## src/mams_pkg.sv

```systemverilog
// Shared types, constants and the microcode table for the momentum sum unit.
// Used by every module in this block; depends on nothing else.
`default_nettype none

package mams_pkg;

  // Field widths and block constants.
  localparam int MASS_W      = 16;
  localparam int CRD_W       = 20;   // width of a coordinate field on the port
  localparam int COORD_WIDTH = 20;   // low bits of a coordinate field that carry the value
  localparam int MAX_BODIES  = 256;
  localparam int CNT_W       = $clog2(MAX_BODIES + 1);
  localparam int MOM_W       = 44;
  localparam int ANG_W       = 64;
  localparam int MAG_W       = 64;
  localparam int HALF_W      = MAG_W / 2;
  localparam int OP_W        = HALF_W + 1;    // signed multiplier operand
  localparam int PROD_W      = 2 * OP_W;
  localparam int ACC_W       = 2 * MAG_W;     // holds a full sum of squares
  localparam int CRS_W       = 2 * CRD_W + 1; // one cross product component
  localparam int CL_W        = 24;            // low, unsigned part of a cross component
  localparam int REM_W       = MAG_W + 2;
  localparam int SQ_ITER     = MAG_W;
  localparam int SQ_CNT_W    = $clog2(SQ_ITER);
  localparam int PC_W        = 5;

  // Multiplier operand sources.
  typedef logic [3:0] src_t;
  localparam src_t SRC_ZERO = 4'd0;
  localparam src_t SRC_MASS = 4'd1;
  localparam src_t SRC_RX   = 4'd2;
  localparam src_t SRC_RY   = 4'd3;
  localparam src_t SRC_RZ   = 4'd4;
  localparam src_t SRC_VX   = 4'd5;
  localparam src_t SRC_VY   = 4'd6;
  localparam src_t SRC_VZ   = 4'd7;
  localparam src_t SRC_CL   = 4'd8;
  localparam src_t SRC_CH   = 4'd9;
  localparam src_t SRC_SQL  = 4'd10;
  localparam src_t SRC_SQH  = 4'd11;

  // Accumulator operations.
  typedef logic [1:0] acc_op_t;
  localparam acc_op_t ACC_NOP = 2'd0;
  localparam acc_op_t ACC_LD  = 2'd1;
  localparam acc_op_t ACC_ADD = 2'd2;
  localparam acc_op_t ACC_SUB = 2'd3;

  // Left shift applied to the product before it reaches the accumulator.
  typedef logic [1:0] sh_t;
  localparam sh_t SH_0  = 2'd0;
  localparam sh_t SH_24 = 2'd1;
  localparam sh_t SH_33 = 2'd2;
  localparam sh_t SH_64 = 2'd3;

  // Saturating commit of the accumulator into one of the running sums.
  typedef logic [2:0] cmt_t;
  localparam cmt_t CMT_NONE = 3'd0;
  localparam cmt_t CMT_MX   = 3'd1;
  localparam cmt_t CMT_MY   = 3'd2;
  localparam cmt_t CMT_MZ   = 3'd3;
  localparam cmt_t CMT_AX   = 3'd4;
  localparam cmt_t CMT_AY   = 3'd5;
  localparam cmt_t CMT_AZ   = 3'd6;

  typedef logic [1:0] axis_t;
  localparam axis_t AXIS_X = 2'd0;
  localparam axis_t AXIS_Y = 2'd1;
  localparam axis_t AXIS_Z = 2'd2;

  // Sequencer operations.
  typedef logic [2:0] seq_t;
  localparam seq_t SEQ_NEXT     = 3'd0;
  localparam seq_t SEQ_BODY_END = 3'd1;
  localparam seq_t SEQ_SQRT_GO  = 3'd2;
  localparam seq_t SEQ_FINISH   = 3'd3;

  typedef struct packed {
    src_t    src_a;
    src_t    src_b;
    acc_op_t acc_op;
    sh_t     sh;
    logic    crs_ld;
    cmt_t    cmt;
    axis_t   axis;
    seq_t    seq;
  } ctl_t;

  typedef struct packed {
    logic [MASS_W-1:0]       mass;
    logic signed [CRD_W-1:0] rx;
    logic signed [CRD_W-1:0] ry;
    logic signed [CRD_W-1:0] rz;
    logic signed [CRD_W-1:0] vx;
    logic signed [CRD_W-1:0] vy;
    logic signed [CRD_W-1:0] vz;
  } body_t;

  // Status that the sequencer consumes.
  typedef struct packed {
    logic start;
    logic close;
    logic sq_busy;
    logic out_blocked;
  } seq_in_t;

  // Events that the sequencer produces.
  typedef struct packed {
    logic run;
    logic sq_start;
    logic emit;
  } seq_ev_t;

  // Sign-extends the low COORD_WIDTH bits of a coordinate field.
  function automatic logic signed [CRD_W-1:0] crd_ext(input logic [CRD_W-1:0] raw);
    logic signed [CRD_W-1:0] t;
    t = $signed(raw << (CRD_W - COORD_WIDTH));
    return t >>> (CRD_W - COORD_WIDTH);
  endfunction

  function automatic ctl_t mk(input src_t a, input src_t b, input acc_op_t op,
                              input sh_t sh, input logic crs, input cmt_t cmt,
                              input axis_t ax, input seq_t sq);
    ctl_t c;
    c.src_a  = a;
    c.src_b  = b;
    c.acc_op = op;
    c.sh     = sh;
    c.crs_ld = crs;
    c.cmt    = cmt;
    c.axis   = ax;
    c.seq    = sq;
    return c;
  endfunction

  localparam ctl_t CTL_IDLE = '0;

  // Microcode. The multiplier result is registered, so an accumulator
  // operation always consumes the product issued one step earlier.
  function automatic ctl_t ucode_rom(input logic [PC_W-1:0] pc);
    ctl_t c;
    case (pc)
      // m * v for the three axes
      PC_W'(0):  c = mk(SRC_MASS, SRC_VX, ACC_NOP, SH_0, 1'b0, CMT_NONE, AXIS_X, SEQ_NEXT);
      PC_W'(1):  c = mk(SRC_MASS, SRC_VY, ACC_LD,  SH_0, 1'b0, CMT_NONE, AXIS_X, SEQ_NEXT);
      PC_W'(2):  c = mk(SRC_MASS, SRC_VZ, ACC_LD,  SH_0, 1'b0, CMT_MX,   AXIS_X, SEQ_NEXT);
      PC_W'(3):  c = mk(SRC_RY,   SRC_VZ, ACC_LD,  SH_0, 1'b0, CMT_MY,   AXIS_X, SEQ_NEXT);
      // x component of r x v, then scaled by m
      PC_W'(4):  c = mk(SRC_RZ,   SRC_VY, ACC_LD,  SH_0, 1'b0, CMT_MZ,   AXIS_X, SEQ_NEXT);
      PC_W'(5):  c = mk(SRC_ZERO, SRC_ZERO, ACC_SUB, SH_0, 1'b1, CMT_NONE, AXIS_X, SEQ_NEXT);
      PC_W'(6):  c = mk(SRC_MASS, SRC_CL, ACC_NOP, SH_0, 1'b0, CMT_NONE, AXIS_X, SEQ_NEXT);
      PC_W'(7):  c = mk(SRC_MASS, SRC_CH, ACC_LD,  SH_0, 1'b0, CMT_NONE, AXIS_X, SEQ_NEXT);
      PC_W'(8):  c = mk(SRC_RZ,   SRC_VX, ACC_ADD, SH_24, 1'b0, CMT_NONE, AXIS_X, SEQ_NEXT);
      // y component
      PC_W'(9):  c = mk(SRC_RX,   SRC_VZ, ACC_LD,  SH_0, 1'b0, CMT_AX,   AXIS_X, SEQ_NEXT);
      PC_W'(10): c = mk(SRC_ZERO, SRC_ZERO, ACC_SUB, SH_0, 1'b1, CMT_NONE, AXIS_X, SEQ_NEXT);
      PC_W'(11): c = mk(SRC_MASS, SRC_CL, ACC_NOP, SH_0, 1'b0, CMT_NONE, AXIS_X, SEQ_NEXT);
      PC_W'(12): c = mk(SRC_MASS, SRC_CH, ACC_LD,  SH_0, 1'b0, CMT_NONE, AXIS_X, SEQ_NEXT);
      PC_W'(13): c = mk(SRC_RX,   SRC_VY, ACC_ADD, SH_24, 1'b0, CMT_NONE, AXIS_X, SEQ_NEXT);
      // z component
      PC_W'(14): c = mk(SRC_RY,   SRC_VX, ACC_LD,  SH_0, 1'b0, CMT_AY,   AXIS_X, SEQ_NEXT);
      PC_W'(15): c = mk(SRC_ZERO, SRC_ZERO, ACC_SUB, SH_0, 1'b1, CMT_NONE, AXIS_X, SEQ_NEXT);
      PC_W'(16): c = mk(SRC_MASS, SRC_CL, ACC_NOP, SH_0, 1'b0, CMT_NONE, AXIS_X, SEQ_NEXT);
      PC_W'(17): c = mk(SRC_MASS, SRC_CH, ACC_LD,  SH_0, 1'b0, CMT_NONE, AXIS_X, SEQ_NEXT);
      PC_W'(18): c = mk(SRC_ZERO, SRC_ZERO, ACC_ADD, SH_24, 1'b0, CMT_NONE, AXIS_X, SEQ_NEXT);
      PC_W'(19): c = mk(SRC_ZERO, SRC_ZERO, ACC_NOP, SH_0, 1'b0, CMT_AZ, AXIS_X, SEQ_BODY_END);
      // Sum of squares of the angular sums, 32-bit halves at a time
      PC_W'(20): c = mk(SRC_SQL,  SRC_SQL, ACC_NOP, SH_0,  1'b0, CMT_NONE, AXIS_X, SEQ_NEXT);
      PC_W'(21): c = mk(SRC_SQL,  SRC_SQH, ACC_LD,  SH_0,  1'b0, CMT_NONE, AXIS_X, SEQ_NEXT);
      PC_W'(22): c = mk(SRC_SQH,  SRC_SQH, ACC_ADD, SH_33, 1'b0, CMT_NONE, AXIS_X, SEQ_NEXT);
      PC_W'(23): c = mk(SRC_SQL,  SRC_SQL, ACC_ADD, SH_64, 1'b0, CMT_NONE, AXIS_Y, SEQ_NEXT);
      PC_W'(24): c = mk(SRC_SQL,  SRC_SQH, ACC_ADD, SH_0,  1'b0, CMT_NONE, AXIS_Y, SEQ_NEXT);
      PC_W'(25): c = mk(SRC_SQH,  SRC_SQH, ACC_ADD, SH_33, 1'b0, CMT_NONE, AXIS_Y, SEQ_NEXT);
      PC_W'(26): c = mk(SRC_SQL,  SRC_SQL, ACC_ADD, SH_64, 1'b0, CMT_NONE, AXIS_Z, SEQ_NEXT);
      PC_W'(27): c = mk(SRC_SQL,  SRC_SQH, ACC_ADD, SH_0,  1'b0, CMT_NONE, AXIS_Z, SEQ_NEXT);
      PC_W'(28): c = mk(SRC_SQH,  SRC_SQH, ACC_ADD, SH_33, 1'b0, CMT_NONE, AXIS_Z, SEQ_NEXT);
      PC_W'(29): c = mk(SRC_ZERO, SRC_ZERO, ACC_ADD, SH_64, 1'b0, CMT_NONE, AXIS_X, SEQ_NEXT);
      PC_W'(30): c = mk(SRC_ZERO, SRC_ZERO, ACC_NOP, SH_0, 1'b0, CMT_NONE, AXIS_X, SEQ_SQRT_GO);
      PC_W'(31): c = mk(SRC_ZERO, SRC_ZERO, ACC_NOP, SH_0, 1'b0, CMT_NONE, AXIS_X, SEQ_FINISH);
      default:   c = CTL_IDLE;
    endcase
    return c;
  endfunction

endpackage

`default_nettype wire

```

## src/mams_isqrt.sv

```systemverilog
// Integer square root of a 128-bit radicand, one result bit per cycle.
// Depends on mams_pkg.
`default_nettype none

module mams_isqrt
  import mams_pkg::*;
(
  input  wire logic             clk,
  input  wire logic             rst_n,
  input  wire logic             start,
  input  wire logic [ACC_W-1:0] radicand,
  output logic                  busy,
  output logic [MAG_W-1:0]      root
);

  logic                busy_r, busy_nxt;
  logic [SQ_CNT_W-1:0] cnt_r, cnt_nxt;
  logic [REM_W-1:0]    rem_r, rem_nxt;
  logic [MAG_W-1:0]    root_r, root_nxt;
  logic [ACC_W-1:0]    rad_r, rad_nxt;
  logic [REM_W+1:0]    shifted, trial, diff;
  logic                ge;

  always_comb begin
    shifted  = {rem_r, rad_r[ACC_W-1 -: 2]};
    trial    = {2'b00, root_r, 2'b01};
    diff     = shifted - trial;
    ge       = (shifted >= trial);
    busy_nxt = busy_r;
    cnt_nxt  = cnt_r;
    rem_nxt  = rem_r;
    root_nxt = root_r;
    rad_nxt  = rad_r;
    if (start) begin
      busy_nxt = 1'b1;
      cnt_nxt  = SQ_CNT_W'(SQ_ITER - 1);
      rem_nxt  = '0;
      root_nxt = '0;
      rad_nxt  = radicand;
    end else if (busy_r) begin
      rem_nxt  = ge ? diff[REM_W-1:0] : shifted[REM_W-1:0];
      root_nxt = {root_r[MAG_W-2:0], ge};
      rad_nxt  = rad_r << 2;
      if (cnt_r == '0) begin
        busy_nxt = 1'b0;
      end else begin
        cnt_nxt = cnt_r - 1'b1;
      end
    end
  end

  always_ff @(posedge clk) begin
    if (!rst_n) begin
      busy_r <= 1'b0;
      cnt_r  <= '0;
    end else begin
      busy_r <= busy_nxt;
      cnt_r  <= cnt_nxt;
    end
    rem_r  <= rem_nxt;
    root_r <= root_nxt;
    rad_r  <= rad_nxt;
  end

  assign busy = busy_r;
  assign root = root_r;

endmodule

`default_nettype wire

```

## config.mk

```make
export PLATFORM = sky130hd
export DESIGN_NAME = mams_isqrt
export DESIGN_NICKNAME = d
export VERILOG_FILES = /design/src/mams_pkg.sv /design/src/mams_isqrt.sv
export SDC_FILE = /design/constraint.sdc
export NUM_CORES = 1
export LEC_CHECK = 0
export BUFFER_PORTS_ARGS = -buffer_cell sky130_fd_sc_hd__buf_2
export CAP_MARGIN = 20
export CORE_MARGIN = 4
export CORE_UTILIZATION = 25
export CTS_CLUSTER_DIAMETER = 100
export DETAILED_ROUTE_END_ITERATION = 6
export PLACE_DENSITY = 0.4
export RECOVER_POWER = 25
export SYNTH_ARGS = -nofsm -noshare
export SYNTH_HDL_FRONTEND = slang
export SYNTH_SLANG_ARGS = --single-unit
export TNS_END_PERCENT = 100
```

## constraint.sdc

```tcl
create_clock -name clk -period 4.3 [get_ports clk]
set_input_delay 0.43 -clock clk [delete_from_list [all_inputs] [get_ports clk]]
set_output_delay 0.43 -clock clk [all_outputs]
set_load 0.01 [all_outputs]
```

==> impl_metrics.ini <==
[placed_design]
dp_cells = 2427
dp_slack_ps = 599
routabilityCongestion = 0.848
place_area_sq_um = 17000
dp_hpwl_um = 30700
port_buffers = 195

[clocking]
cts_setup_buffers = 0
cts_tree = done
ctsHoldBuffers = 0
clock_sinks = 265
clockBufferDepth = 3
clkTransAtPathRegs_ps = 60
numCtsBuffers = 36
root_buffer = clkbuf_16
htreeDepth = 2
insertion_delay_ps = 560
cts_resized = 0

[sta]
final_max_slew_viol_count = 285
tightest_slew_ps = 3250
timing.fmax_mhz = 273
setup_viol = 0
fin_skew_ps = 16.9
hold_viol_final = 0
fin_setup_tns_ps = 0
post-route-period-util = 0.852
period_needed_ps = 3660
grt_setup_unrepaired = no
maxSlewHeadroom = -1.17
worst_slack_ps = 636

[final_layout]
drive_above_1_share = 0.239
nFillCells = 6447
final_nets = 1882
syn2layout_area_growth_pct = 17.8
final_common_cell = nor2_1
multi_input_area_sq_um = 7920
layout_common_cells = 176 x nor2_1, 175 x buf_2, 137 x dfxtp_1, 128 x edfxtp_1, 126 x mux2_2
fin_cells = 2498
final_area_sq_um = 18100
regArea_sq_um = 6590

[worst_setup_path]
cp_slowest_cell = clkbuf_1
worstPathRequired_ps = 4620
worstReg2RegEnd = rem_r[51]
reg2reg_depth = 5
critPathArrivalTime_ps = 3990
crit_path_start_kind = register
cp_top_family = buffers and inverters
r2r_start = busy
crit_chain = clkbuf_1, buf_4, nand2_4, a21oi_1, nor3_1
path_class = register to register
slowest_delay_ps = 1620
critPathCaptureType = register
cp.buffers_inverters = 2
rrSetupSlack_ps = 640
critPathMaxFanout = 61

[drt]
drtIter0Drc = 618
vias_per_cell = 4.70
via_count = 11700
first_pass_iters = 5
ant_nets = 0
drc_errors = 0
wl_per_cell_um = 17.5
drt_wl_total_um = 43600

[worst_hold_path]
worstHoldPathType = input port to register
holdPathStages = 2
min-delay-start = radicand[1]
min_to = rad_r[1]

[die]
die-area_sq_um = 65400
fp.dieH_um = 256
io_pins = 196
rows = 90
initial_utilization = 0.253
core_area_sq_um = 60600
die_x_um = 256

[global_route]
grt_usage = 0.128
grt_max_degree = 129
grt_overflow = 0
antenna_found_initial = 14
grt_pass1_vias = 11900
grt_pass1_wl_um = 68300

[logic_synthesis]
synth_warnings = 0
syn_area_sq_um = 15300
ys_seq_area_frac = 0.429
synth-edff-count = 128
synthFlopType = dfxtp_1
syn_nets = 1732
ys_types = 79
netlist_instances = 1533
ys_seq_elements = 265
syn_area_per_cell_sq_um = 10.0
ys_async_sr_fraction = 0

[power]
leakagePower_nw = 7.38
ir_worst_vdd_v = 0.000770
p_per_area_nw_per_um2 = 764
power_mw = 13.8

[outcome]
violations = max-capacitance violations, max-slew violations
status = complete, but fails checks

[flow_run]
drv_cap = 3
## area by class of cell
cell class	count	area share
diodes	6	0.000831
clock buffers	47	0.0543
clock inverters	18	0.00962
inverters	92	0.0192
multi-input cells	1079	0.438
flip-flops and latches	265	0.364
well taps	782	0.0541
repair buffers	209	0.0593
## flip-flops by register name, indices dropped and copies added (netlist names)
name / flops
cnt_r: 6
rem_r: 66
busy: 1
rad_r: 128
root: 64
## cells by family after synthesis
family / share of synthesized area
AOI/OAI and AO/OA: 0.158
xor gates and xnor gates: 0.0331
adders and majority gates: 0.0555
buffers and inverters: 0.0548
DFF: 0.429
muxes: 0.159
and+or+nand+nor: 0.110
## through the flow
| step | hold slack (ps) | utilization |
|---|---|---|
| 6_report | 154 | 0.298 |
| 5_1_grt | 128 | 0.298 |
| 4_1_cts | 108 | 0.299 |
| 3_5_place_dp | 500 | 0.280 |
| 3_3_place_gp | 494 | 0.280 |
| 2_1_floorplan | 475 | - |
## worst max path at each step
stage	startpoint	to	slack (ps)	depth (start not counted)
detailed placement	root[24]	rem_r[36]	600	11
finish	busy	rem_r[51]	640	5
global placement	root[24]	rem_r[36]	630	11
global route	busy	rem_r[51]	250	5
floorplan	busy	rad_r[0]	290	4
CTS	root[24]	rem_r[36]	580	11
## cells in the mapped netlist, drive strengths merged, types with 30 or more instances
library cell,count,area share
nand4,33,0.015
edfxtp,128,0.25
a21o,32,0.016
xnor2,30,0.017
nor2,176,0.043
o21ai,70,0.023
dfxtp,137,0.18
a21oi,101,0.035
mux2,128,0.094
inv,92,0.023
buf,56,0.022
nand2,79,0.020
a211oi,48,0.024
ha,68,0.055
mux2i,100,0.065
clkbuf,41,0.010
## per-layer routing
layer / track usage / part of all wire / wire, um
met1: 0.164 / 0.46 / 19900
met2: 0.210 / 0.46 / 19900
met3: 0.0375 / 0.059 / 2570
met4: 0.0390 / 0.026 / 1140
met5: 0 / 0.0024 / 103
## report_power, final
part,total (mW),internal (mW),switching [mW]
Clock,2.99,1.75,1.24
Combinational,7.53,3.01,4.52
Sequential,3.28,3.04,0.233
Total,13.8,7.80,6.00
## worst reg2reg max path, cell delays in order, from the launching register on
cell      delay [ps]
dfxtp_1          410
clkbuf_1        1620
buf_4            870
nand2_4          270
a21oi_1          210
nor3_1            60
Power figures use the tool's default switching activity.
