===== src/mams_pkg.sv =====
// Shared types, constants and the microcode table for the momentum sum unit.
// Used by every module in this block; depends on nothing else.
`default_nettype none

package mams_pkg;

  // Field widths and block constants.
  localparam int MASS_W      = 16;
  localparam int CRD_W       = 20;   // width of a coordinate field on the port
  localparam int COORD_WIDTH = 20;   // low bits of a coordinate field that carry the value
  localparam int MAX_BODIES  = 256;
  localparam int CNT_W       = $clog2(MAX_BODIES + 1);
  localparam int MOM_W       = 44;
  localparam int ANG_W       = 64;
  localparam int MAG_W       = 64;
  localparam int HALF_W      = MAG_W / 2;
  localparam int OP_W        = HALF_W + 1;    // signed multiplier operand
  localparam int PROD_W      = 2 * OP_W;
  localparam int ACC_W       = 2 * MAG_W;     // holds a full sum of squares
  localparam int CRS_W       = 2 * CRD_W + 1; // one cross product component
  localparam int CL_W        = 24;            // low, unsigned part of a cross component
  localparam int REM_W       = MAG_W + 2;
  localparam int SQ_ITER     = MAG_W;
  localparam int SQ_CNT_W    = $clog2(SQ_ITER);
  localparam int PC_W        = 5;

  // Multiplier operand sources.
  typedef logic [3:0] src_t;
  localparam src_t SRC_ZERO = 4'd0;
  localparam src_t SRC_MASS = 4'd1;
  localparam src_t SRC_RX   = 4'd2;
  localparam src_t SRC_RY   = 4'd3;
  localparam src_t SRC_RZ   = 4'd4;
  localparam src_t SRC_VX   = 4'd5;
  localparam src_t SRC_VY   = 4'd6;
  localparam src_t SRC_VZ   = 4'd7;
  localparam src_t SRC_CL   = 4'd8;
  localparam src_t SRC_CH   = 4'd9;
  localparam src_t SRC_SQL  = 4'd10;
  localparam src_t SRC_SQH  = 4'd11;

  // Accumulator operations.
  typedef logic [1:0] acc_op_t;
  localparam acc_op_t ACC_NOP = 2'd0;
  localparam acc_op_t ACC_LD  = 2'd1;
  localparam acc_op_t ACC_ADD = 2'd2;
  localparam acc_op_t ACC_SUB = 2'd3;

  // Left shift applied to the product before it reaches the accumulator.
  typedef logic [1:0] sh_t;
  localparam sh_t SH_0  = 2'd0;
  localparam sh_t SH_24 = 2'd1;
  localparam sh_t SH_33 = 2'd2;
  localparam sh_t SH_64 = 2'd3;

  // Saturating commit of the accumulator into one of the running sums.
  typedef logic [2:0] cmt_t;
  localparam cmt_t CMT_NONE = 3'd0;
  localparam cmt_t CMT_MX   = 3'd1;
  localparam cmt_t CMT_MY   = 3'd2;
  localparam cmt_t CMT_MZ   = 3'd3;
  localparam cmt_t CMT_AX   = 3'd4;
  localparam cmt_t CMT_AY   = 3'd5;
  localparam cmt_t CMT_AZ   = 3'd6;

  typedef logic [1:0] axis_t;
  localparam axis_t AXIS_X = 2'd0;
  localparam axis_t AXIS_Y = 2'd1;
  localparam axis_t AXIS_Z = 2'd2;

  // Sequencer operations.
  typedef logic [2:0] seq_t;
  localparam seq_t SEQ_NEXT     = 3'd0;
  localparam seq_t SEQ_BODY_END = 3'd1;
  localparam seq_t SEQ_SQRT_GO  = 3'd2;
  localparam seq_t SEQ_FINISH   = 3'd3;

  typedef struct packed {
    src_t    src_a;
    src_t    src_b;
    acc_op_t acc_op;
    sh_t     sh;
    logic    crs_ld;
    cmt_t    cmt;
    axis_t   axis;
    seq_t    seq;
  } ctl_t;

  typedef struct packed {
    logic [MASS_W-1:0]       mass;
    logic signed [CRD_W-1:0] rx;
    logic signed [CRD_W-1:0] ry;
    logic signed [CRD_W-1:0] rz;
    logic signed [CRD_W-1:0] vx;
    logic signed [CRD_W-1:0] vy;
    logic signed [CRD_W-1:0] vz;
  } body_t;

  // Status that the sequencer consumes.
  typedef struct packed {
    logic start;
    logic close;
    logic sq_busy;
    logic out_blocked;
  } seq_in_t;

  // Events that the sequencer produces.
  typedef struct packed {
    logic run;
    logic sq_start;
    logic emit;
  } seq_ev_t;

  // Sign-extends the low COORD_WIDTH bits of a coordinate field.
  function automatic logic signed [CRD_W-1:0] crd_ext(input logic [CRD_W-1:0] raw);
    logic signed [CRD_W-1:0] t;
    t = $signed(raw << (CRD_W - COORD_WIDTH));
    return t >>> (CRD_W - COORD_WIDTH);
  endfunction

  function automatic ctl_t mk(input src_t a, input src_t b, input acc_op_t op,
                              input sh_t sh, input logic crs, input cmt_t cmt,
                              input axis_t ax, input seq_t sq);
    ctl_t c;
    c.src_a  = a;
    c.src_b  = b;
    c.acc_op = op;
    c.sh     = sh;
    c.crs_ld = crs;
    c.cmt    = cmt;
    c.axis   = ax;
    c.seq    = sq;
    return c;
  endfunction

  localparam ctl_t CTL_IDLE = '0;

  // Microcode. The multiplier result is registered, so an accumulator
  // operation always consumes the product issued one step earlier.
  function automatic ctl_t ucode_rom(input logic [PC_W-1:0] pc);
    ctl_t c;
    case (pc)
      // m * v for the three axes
      PC_W'(0):  c = mk(SRC_MASS, SRC_VX, ACC_NOP, SH_0, 1'b0, CMT_NONE, AXIS_X, SEQ_NEXT);
      PC_W'(1):  c = mk(SRC_MASS, SRC_VY, ACC_LD,  SH_0, 1'b0, CMT_NONE, AXIS_X, SEQ_NEXT);
      PC_W'(2):  c = mk(SRC_MASS, SRC_VZ, ACC_LD,  SH_0, 1'b0, CMT_MX,   AXIS_X, SEQ_NEXT);
      PC_W'(3):  c = mk(SRC_RY,   SRC_VZ, ACC_LD,  SH_0, 1'b0, CMT_MY,   AXIS_X, SEQ_NEXT);
      // x component of r x v, then scaled by m
      PC_W'(4):  c = mk(SRC_RZ,   SRC_VY, ACC_LD,  SH_0, 1'b0, CMT_MZ,   AXIS_X, SEQ_NEXT);
      PC_W'(5):  c = mk(SRC_ZERO, SRC_ZERO, ACC_SUB, SH_0, 1'b1, CMT_NONE, AXIS_X, SEQ_NEXT);
      PC_W'(6):  c = mk(SRC_MASS, SRC_CL, ACC_NOP, SH_0, 1'b0, CMT_NONE, AXIS_X, SEQ_NEXT);
      PC_W'(7):  c = mk(SRC_MASS, SRC_CH, ACC_LD,  SH_0, 1'b0, CMT_NONE, AXIS_X, SEQ_NEXT);
      PC_W'(8):  c = mk(SRC_RZ,   SRC_VX, ACC_ADD, SH_24, 1'b0, CMT_NONE, AXIS_X, SEQ_NEXT);
      // y component
      PC_W'(9):  c = mk(SRC_RX,   SRC_VZ, ACC_LD,  SH_0, 1'b0, CMT_AX,   AXIS_X, SEQ_NEXT);
      PC_W'(10): c = mk(SRC_ZERO, SRC_ZERO, ACC_SUB, SH_0, 1'b1, CMT_NONE, AXIS_X, SEQ_NEXT);
      PC_W'(11): c = mk(SRC_MASS, SRC_CL, ACC_NOP, SH_0, 1'b0, CMT_NONE, AXIS_X, SEQ_NEXT);
      PC_W'(12): c = mk(SRC_MASS, SRC_CH, ACC_LD,  SH_0, 1'b0, CMT_NONE, AXIS_X, SEQ_NEXT);
      PC_W'(13): c = mk(SRC_RX,   SRC_VY, ACC_ADD, SH_24, 1'b0, CMT_NONE, AXIS_X, SEQ_NEXT);
      // z component
      PC_W'(14): c = mk(SRC_RY,   SRC_VX, ACC_LD,  SH_0, 1'b0, CMT_AY,   AXIS_X, SEQ_NEXT);
      PC_W'(15): c = mk(SRC_ZERO, SRC_ZERO, ACC_SUB, SH_0, 1'b1, CMT_NONE, AXIS_X, SEQ_NEXT);
      PC_W'(16): c = mk(SRC_MASS, SRC_CL, ACC_NOP, SH_0, 1'b0, CMT_NONE, AXIS_X, SEQ_NEXT);
      PC_W'(17): c = mk(SRC_MASS, SRC_CH, ACC_LD,  SH_0, 1'b0, CMT_NONE, AXIS_X, SEQ_NEXT);
      PC_W'(18): c = mk(SRC_ZERO, SRC_ZERO, ACC_ADD, SH_24, 1'b0, CMT_NONE, AXIS_X, SEQ_NEXT);
      PC_W'(19): c = mk(SRC_ZERO, SRC_ZERO, ACC_NOP, SH_0, 1'b0, CMT_AZ, AXIS_X, SEQ_BODY_END);
      // Sum of squares of the angular sums, 32-bit halves at a time
      PC_W'(20): c = mk(SRC_SQL,  SRC_SQL, ACC_NOP, SH_0,  1'b0, CMT_NONE, AXIS_X, SEQ_NEXT);
      PC_W'(21): c = mk(SRC_SQL,  SRC_SQH, ACC_LD,  SH_0,  1'b0, CMT_NONE, AXIS_X, SEQ_NEXT);
      PC_W'(22): c = mk(SRC_SQH,  SRC_SQH, ACC_ADD, SH_33, 1'b0, CMT_NONE, AXIS_X, SEQ_NEXT);
      PC_W'(23): c = mk(SRC_SQL,  SRC_SQL, ACC_ADD, SH_64, 1'b0, CMT_NONE, AXIS_Y, SEQ_NEXT);
      PC_W'(24): c = mk(SRC_SQL,  SRC_SQH, ACC_ADD, SH_0,  1'b0, CMT_NONE, AXIS_Y, SEQ_NEXT);
      PC_W'(25): c = mk(SRC_SQH,  SRC_SQH, ACC_ADD, SH_33, 1'b0, CMT_NONE, AXIS_Y, SEQ_NEXT);
      PC_W'(26): c = mk(SRC_SQL,  SRC_SQL, ACC_ADD, SH_64, 1'b0, CMT_NONE, AXIS_Z, SEQ_NEXT);
      PC_W'(27): c = mk(SRC_SQL,  SRC_SQH, ACC_ADD, SH_0,  1'b0, CMT_NONE, AXIS_Z, SEQ_NEXT);
      PC_W'(28): c = mk(SRC_SQH,  SRC_SQH, ACC_ADD, SH_33, 1'b0, CMT_NONE, AXIS_Z, SEQ_NEXT);
      PC_W'(29): c = mk(SRC_ZERO, SRC_ZERO, ACC_ADD, SH_64, 1'b0, CMT_NONE, AXIS_X, SEQ_NEXT);
      PC_W'(30): c = mk(SRC_ZERO, SRC_ZERO, ACC_NOP, SH_0, 1'b0, CMT_NONE, AXIS_X, SEQ_SQRT_GO);
      PC_W'(31): c = mk(SRC_ZERO, SRC_ZERO, ACC_NOP, SH_0, 1'b0, CMT_NONE, AXIS_X, SEQ_FINISH);
      default:   c = CTL_IDLE;
    endcase
    return c;
  endfunction

endpackage

`default_nettype wire


===== src/mams_seq.sv =====
// Microcode sequencer: step counter, control word lookup and conditional ends and holds.
// Depends on mams_pkg for the control word and the program table.
`default_nettype none

module mams_seq
  import mams_pkg::*;
(
  input  wire logic    clk,
  input  wire logic    rst_n,
  input  wire seq_in_t stat,
  output ctl_t         ctl,
  output seq_ev_t      ev
);

  logic            run_r, run_nxt;
  logic [PC_W-1:0] pc_r, pc_nxt;

  assign ctl = run_r ? ucode_rom(pc_r) : CTL_IDLE;

  always_comb begin
    run_nxt     = run_r;
    pc_nxt      = pc_r;
    ev.run      = run_r;
    ev.sq_start = 1'b0;
    ev.emit     = 1'b0;
    if (!run_r) begin
      if (stat.start) begin
        run_nxt = 1'b1;
        pc_nxt  = '0;
      end
    end else begin
      case (ctl.seq)
        SEQ_NEXT: begin
          pc_nxt = pc_r + 1'b1;
        end
        SEQ_BODY_END: begin
          // Only a body that closes the set goes on to the magnitude.
          if (stat.close) begin
            pc_nxt = pc_r + 1'b1;
          end else begin
            run_nxt = 1'b0;
          end
        end
        SEQ_SQRT_GO: begin
          ev.sq_start = 1'b1;
          pc_nxt      = pc_r + 1'b1;
        end
        SEQ_FINISH: begin
          if (!stat.sq_busy && !stat.out_blocked) begin
            ev.emit = 1'b1;
            run_nxt = 1'b0;
          end
        end
        default: begin
          run_nxt = 1'b0;
        end
      endcase
    end
  end

  always_ff @(posedge clk) begin
    if (!rst_n) begin
      run_r <= 1'b0;
      pc_r  <= '0;
    end else begin
      run_r <= run_nxt;
      pc_r  <= pc_nxt;
    end
  end

endmodule

`default_nettype wire


===== config.mk =====
export PLATFORM = sky130hd
export DESIGN_NAME = mams_seq
export DESIGN_NICKNAME = d
export VERILOG_FILES = /design/src/mams_pkg.sv /design/src/mams_seq.sv
export SDC_FILE = /design/constraint.sdc
export NUM_CORES = 1
export LEC_CHECK = 0
export BUFFER_PORTS_ARGS = -buffer_cell sky130_fd_sc_hd__buf_2
export CAP_MARGIN = 10
export CORE_ASPECT_RATIO = 1.25
export CORE_MARGIN = 2
export CORE_UTILIZATION = 23
export CTS_CLUSTER_DIAMETER = 200
export DETAILED_ROUTE_END_ITERATION = 10
export GPL_ROUTABILITY_DRIVEN = 0
export HOLD_SLACK_MARGIN = 0.12
export PLACE_DENSITY = 0.46
export SLEW_MARGIN = 10
export SYNTH_ARGS = -nofsm -noshare
export SYNTH_HDL_FRONTEND = slang
export SYNTH_SLANG_ARGS = --single-unit

===== constraint.sdc =====
create_clock -name clk -period 2.5 [get_ports clk]
set_input_delay 0.375 -clock clk [delete_from_list [all_inputs] [get_ports clk]]
set_output_delay 0.375 -clock clk [all_outputs]
set_load 0.03 [all_outputs]

==> impl_metrics.py <==
metrics = {
    "flow_run": {
        "maxCapViolCount": 0,
    },
    "timing": {
        "slew_viol_final": 0,
        "finalHoldViolations": 0,
        "worstMarginPinSlew_ps": 578,
        "setup_viol": 0,
        "fmax_mhz": 447,
        "fin_setup_tns_ps": 0,
        "fin_crit_sh_pct": 89.4,
        "finalClockSkew_ps": 4.23,
        "rsz0062_at_grt": "false",
        "slew_headroom_pct": 61.5,
        "finalCriticalPeriod_ps": 2240,
    },
    "clock_network": {
        "cts_tree": "built",
        "clk-insertion-delay-late_ps": 280,
        "cts_max_level": 1,
        "cts.reportedPaths.clkPinSlew_ps": 90,
        "cts.sinks": 26,
        "cts_root_buf": "clkbuf_8",
        "holdBufCountCts": 0,
        "cts_buffers": 3,
        "ctsLongestPathBuffers": 2,
    },
    "status": {
        "outcome": "completed",
    },
    "synthesis": {
        "synth_simple_gate_area_share_pct": 22.4,
        "synthTopCellsByArea": "dfxtp_1 30%, and2_1 6.8%, ha_1 6.5%",
        "avgSynthCellArea_um2": 8.25,
        "ys.flop_type": "dfxtp_1",
        "synth_area_leader_cell": "dfxtp_1",
        "synth_top_family_by_area": "compound AO/OA/AOI/OAI gates",
        "synth_nets": 226,
        "yosys.area_share.xor_xnor_pct": 2.51,
        "synthMuxAreaShare_pct": 5.03,
        "yosysWarnings": 0,
        "synth_compound_area_share_pct": 26.0,
        "synthAdderAreaFrac_pct": 6.47,
        "syn_area_um2": 1740,
        "ys_seq_area_share_pct": 29.9,
        "synthDistinctLibCells": 51,
        "ys_async_sr_fraction_pct": 0,
        "synth-seq-cells": 26,
        "synth_top_area_share_pct": 29.9,
        "synth_edf_count": 0,
        "synth_cells": 211,
    },
    "worst_setup_path": {
        "cp_data_required_time_ps": 2660,
        "worst_setup_path_end_kind": "flop",
        "critical_path_peak_fanout": 18,
        "worstSetupPathType": "reg2reg",
        "crit_path_start_kind": "flop",
        "cp.arrival_ps": 2390,
    },
    "hold_path": {
        "hp-class": "in2reg",
    },
    "die": {
        "ios": 30,
        "initial_core_util_pct": 23.7,
        "die_h_um": 101,
        "coreArea_um2": 7360,
        "dieArea_um2": 8290,
        "die_w_um": 81.8,
        "fp-row-count": 35,
    },
    "final_layout": {
        "finalNetCount": 266,
        "register_area_um2": 522,
        "syn2layout_area_growth_pct": 21.9,
        "final_layout_size_suffix_gt1_share_pct": 27.2,
        "diodes": 0,
        "multi_input_area_um2": 1090,
        "fillers": 826,
        "instances_no_fill": 342,
    },
    "routing": {
        "drtIter0Drc": 80,
        "drt_wl_total_mm": 4.95,
        "vias": 1624,
        "dr.pass1.iters": 4,
        "drcViolationCount": 0,
        "post_drt_wl_per_cell_um": 14.5,
        "viasPerCell": 4.75,
        "antenna_left": 0,
    },
    "global_routing": {
        "antenna_found_initial": 0,
        "grt.overflow.total": 0,
        "grt_use_met2_pct": 22.8,
        "busiest_layer": "met2",
        "grt_max_degree": 19,
        "grt_use_met1_pct": 14.3,
        "grt_use_met3_pct": 1.52,
        "gr-usage-all-layers_pct": 12.5,
        "grt_pass1_vias": 1627,
        "grt_pass1_wl_mm": 7.88,
    },
    "placed_design": {
        "hpwl_mm": 3.79,
        "portBuffers": 28,
        "dp.cells": 338,
    },
    "power": {
        "leakagePower_nw": 0.939,
        "peakVddDrop_v": 0.000168,
        "powerDensity_nw_per_um2": 400,
    },
}
## worst max-delay path, cell delays in order, from the launching register on
cell and delay (ps):
dfxtp_1 350, nand2b_1 180, buf_4 170, a211oi_4 250, xnor2_1 230, nand2_4 140, inv_4 200, mux2_2 360
a22oi_1 140, mux2i_1 90
## layer usage
layer | vias up | wire length, um | share of wire, %
li1 | 827 | - | -
met2 | 26 | 2550 | 52
met5 | - | 0 | 0
met1 | 764 | 2140 | 43
met4 | 0 | 112 | 2.3
met3 | 7 | 146 | 3.0
## placed cells by master, fill, tap and decap left out, types with 5 or more instances in the layout
| cell type | instances |
|---|---|
| nor2_1 | 8 |
| and2_1 | 19 |
| dfxtp_1 | 25 |
| xnor2_1 | 5 |
| o21ai_0 | 10 |
| buf_4 | 18 |
| ha_1 | 9 |
| nand3_1 | 10 |
| inv_1 | 11 |
| nor3_1 | 7 |
| buf_2 | 28 |
| a21oi_1 | 15 |
| a211oi_1 | 5 |
| nand2_1 | 13 |
## power breakdown
group	internal, W	switching, W
clock	0.000141	0.000140
combinational	0.0000519	0.0000853
sequential	0.000424	0.00000726
## cell type report
type                    instances  area share [%]
flip-flops and latches         26            24.6
repair buffers                 46            13.0
multi-input cells             158            51.5
inverters                      16            2.95
clock buffers                   4            2.59
well taps                      92            5.42
## logic make-up (layout without fill, tap and decap cells)
| group | count (synthesis) | after routing |
|---|---|---|
| AOI/OAI and AO/OA | 63 | 63 |
| xor gates and xnor gates | 5 | 5 |
| adders and majority gates | 9 | 9 |
| buffers and inverters | 27 | 66 |
| DFF | 26 | 26 |
| muxes | 8 | 8 |
| other | 1 | 1 |
| and+or+nand+nor | 72 | 72 |
## synthesized netlist by cell type (2+ instances only)
master and count:
a22o_1 2, a22oi_1 4, o311ai_0 2, clkbuf_1 4, nand3_1 10, a211oi_1 5, o211ai_1 3, ha_1 9
buf_6 2, o211a_1 3, nand2_4 2, o22ai_1 2, buf_2 3, and3_1 2, nor3_1 7, inv_1 12
nor2_1 8, mux2i_1 4, and2_1 19, a21oi_1 15, nor2b_1 2, nand2_1 14, dfxtp_1 26, mux2_2 3
o21ai_0 10, inv_2 3, nand2b_1 4, buf_4 2, o221ai_1 3, xnor2_1 5
## metrics by stage
step | hold slack (ps) | utilization, % | setup WS, ps | instance area [um^2] | power, W
global placement | 527 | 28.1 | 186 | 2060 | 0.000578
finish | 461 | 28.9 | 264 | 2120 | 0.000850
floorplan | 479 | - | 263 | 1740 | 0.000529
detailed placement | 507 | 28.1 | 135 | 2060 | 0.000577
CTS | 466 | 28.8 | 132 | 2120 | 0.000860
global route | 477 | 28.9 | 55.2 | 2120 | 0.000891
## final timing paths
check / start / endpoint / slack, ps / cells past startpoint
min reg2reg: flop / run_r / 520 / 2
max reg2reg: flop / flop / 260 / 9
max: flop / flop / 260 / 9
min: stat[0] / run_r / 460 / 3
## what timing repair did
| action | 4_1_cts | 5_1_grt |
|---|---|---|
| resized for setup | 0 | 3 |
| setup buffers | 0 | 0 |
| endpoints found under the setup margin | 0 | 7 |
No activity file was read; power rests on OpenSTA's default activity.
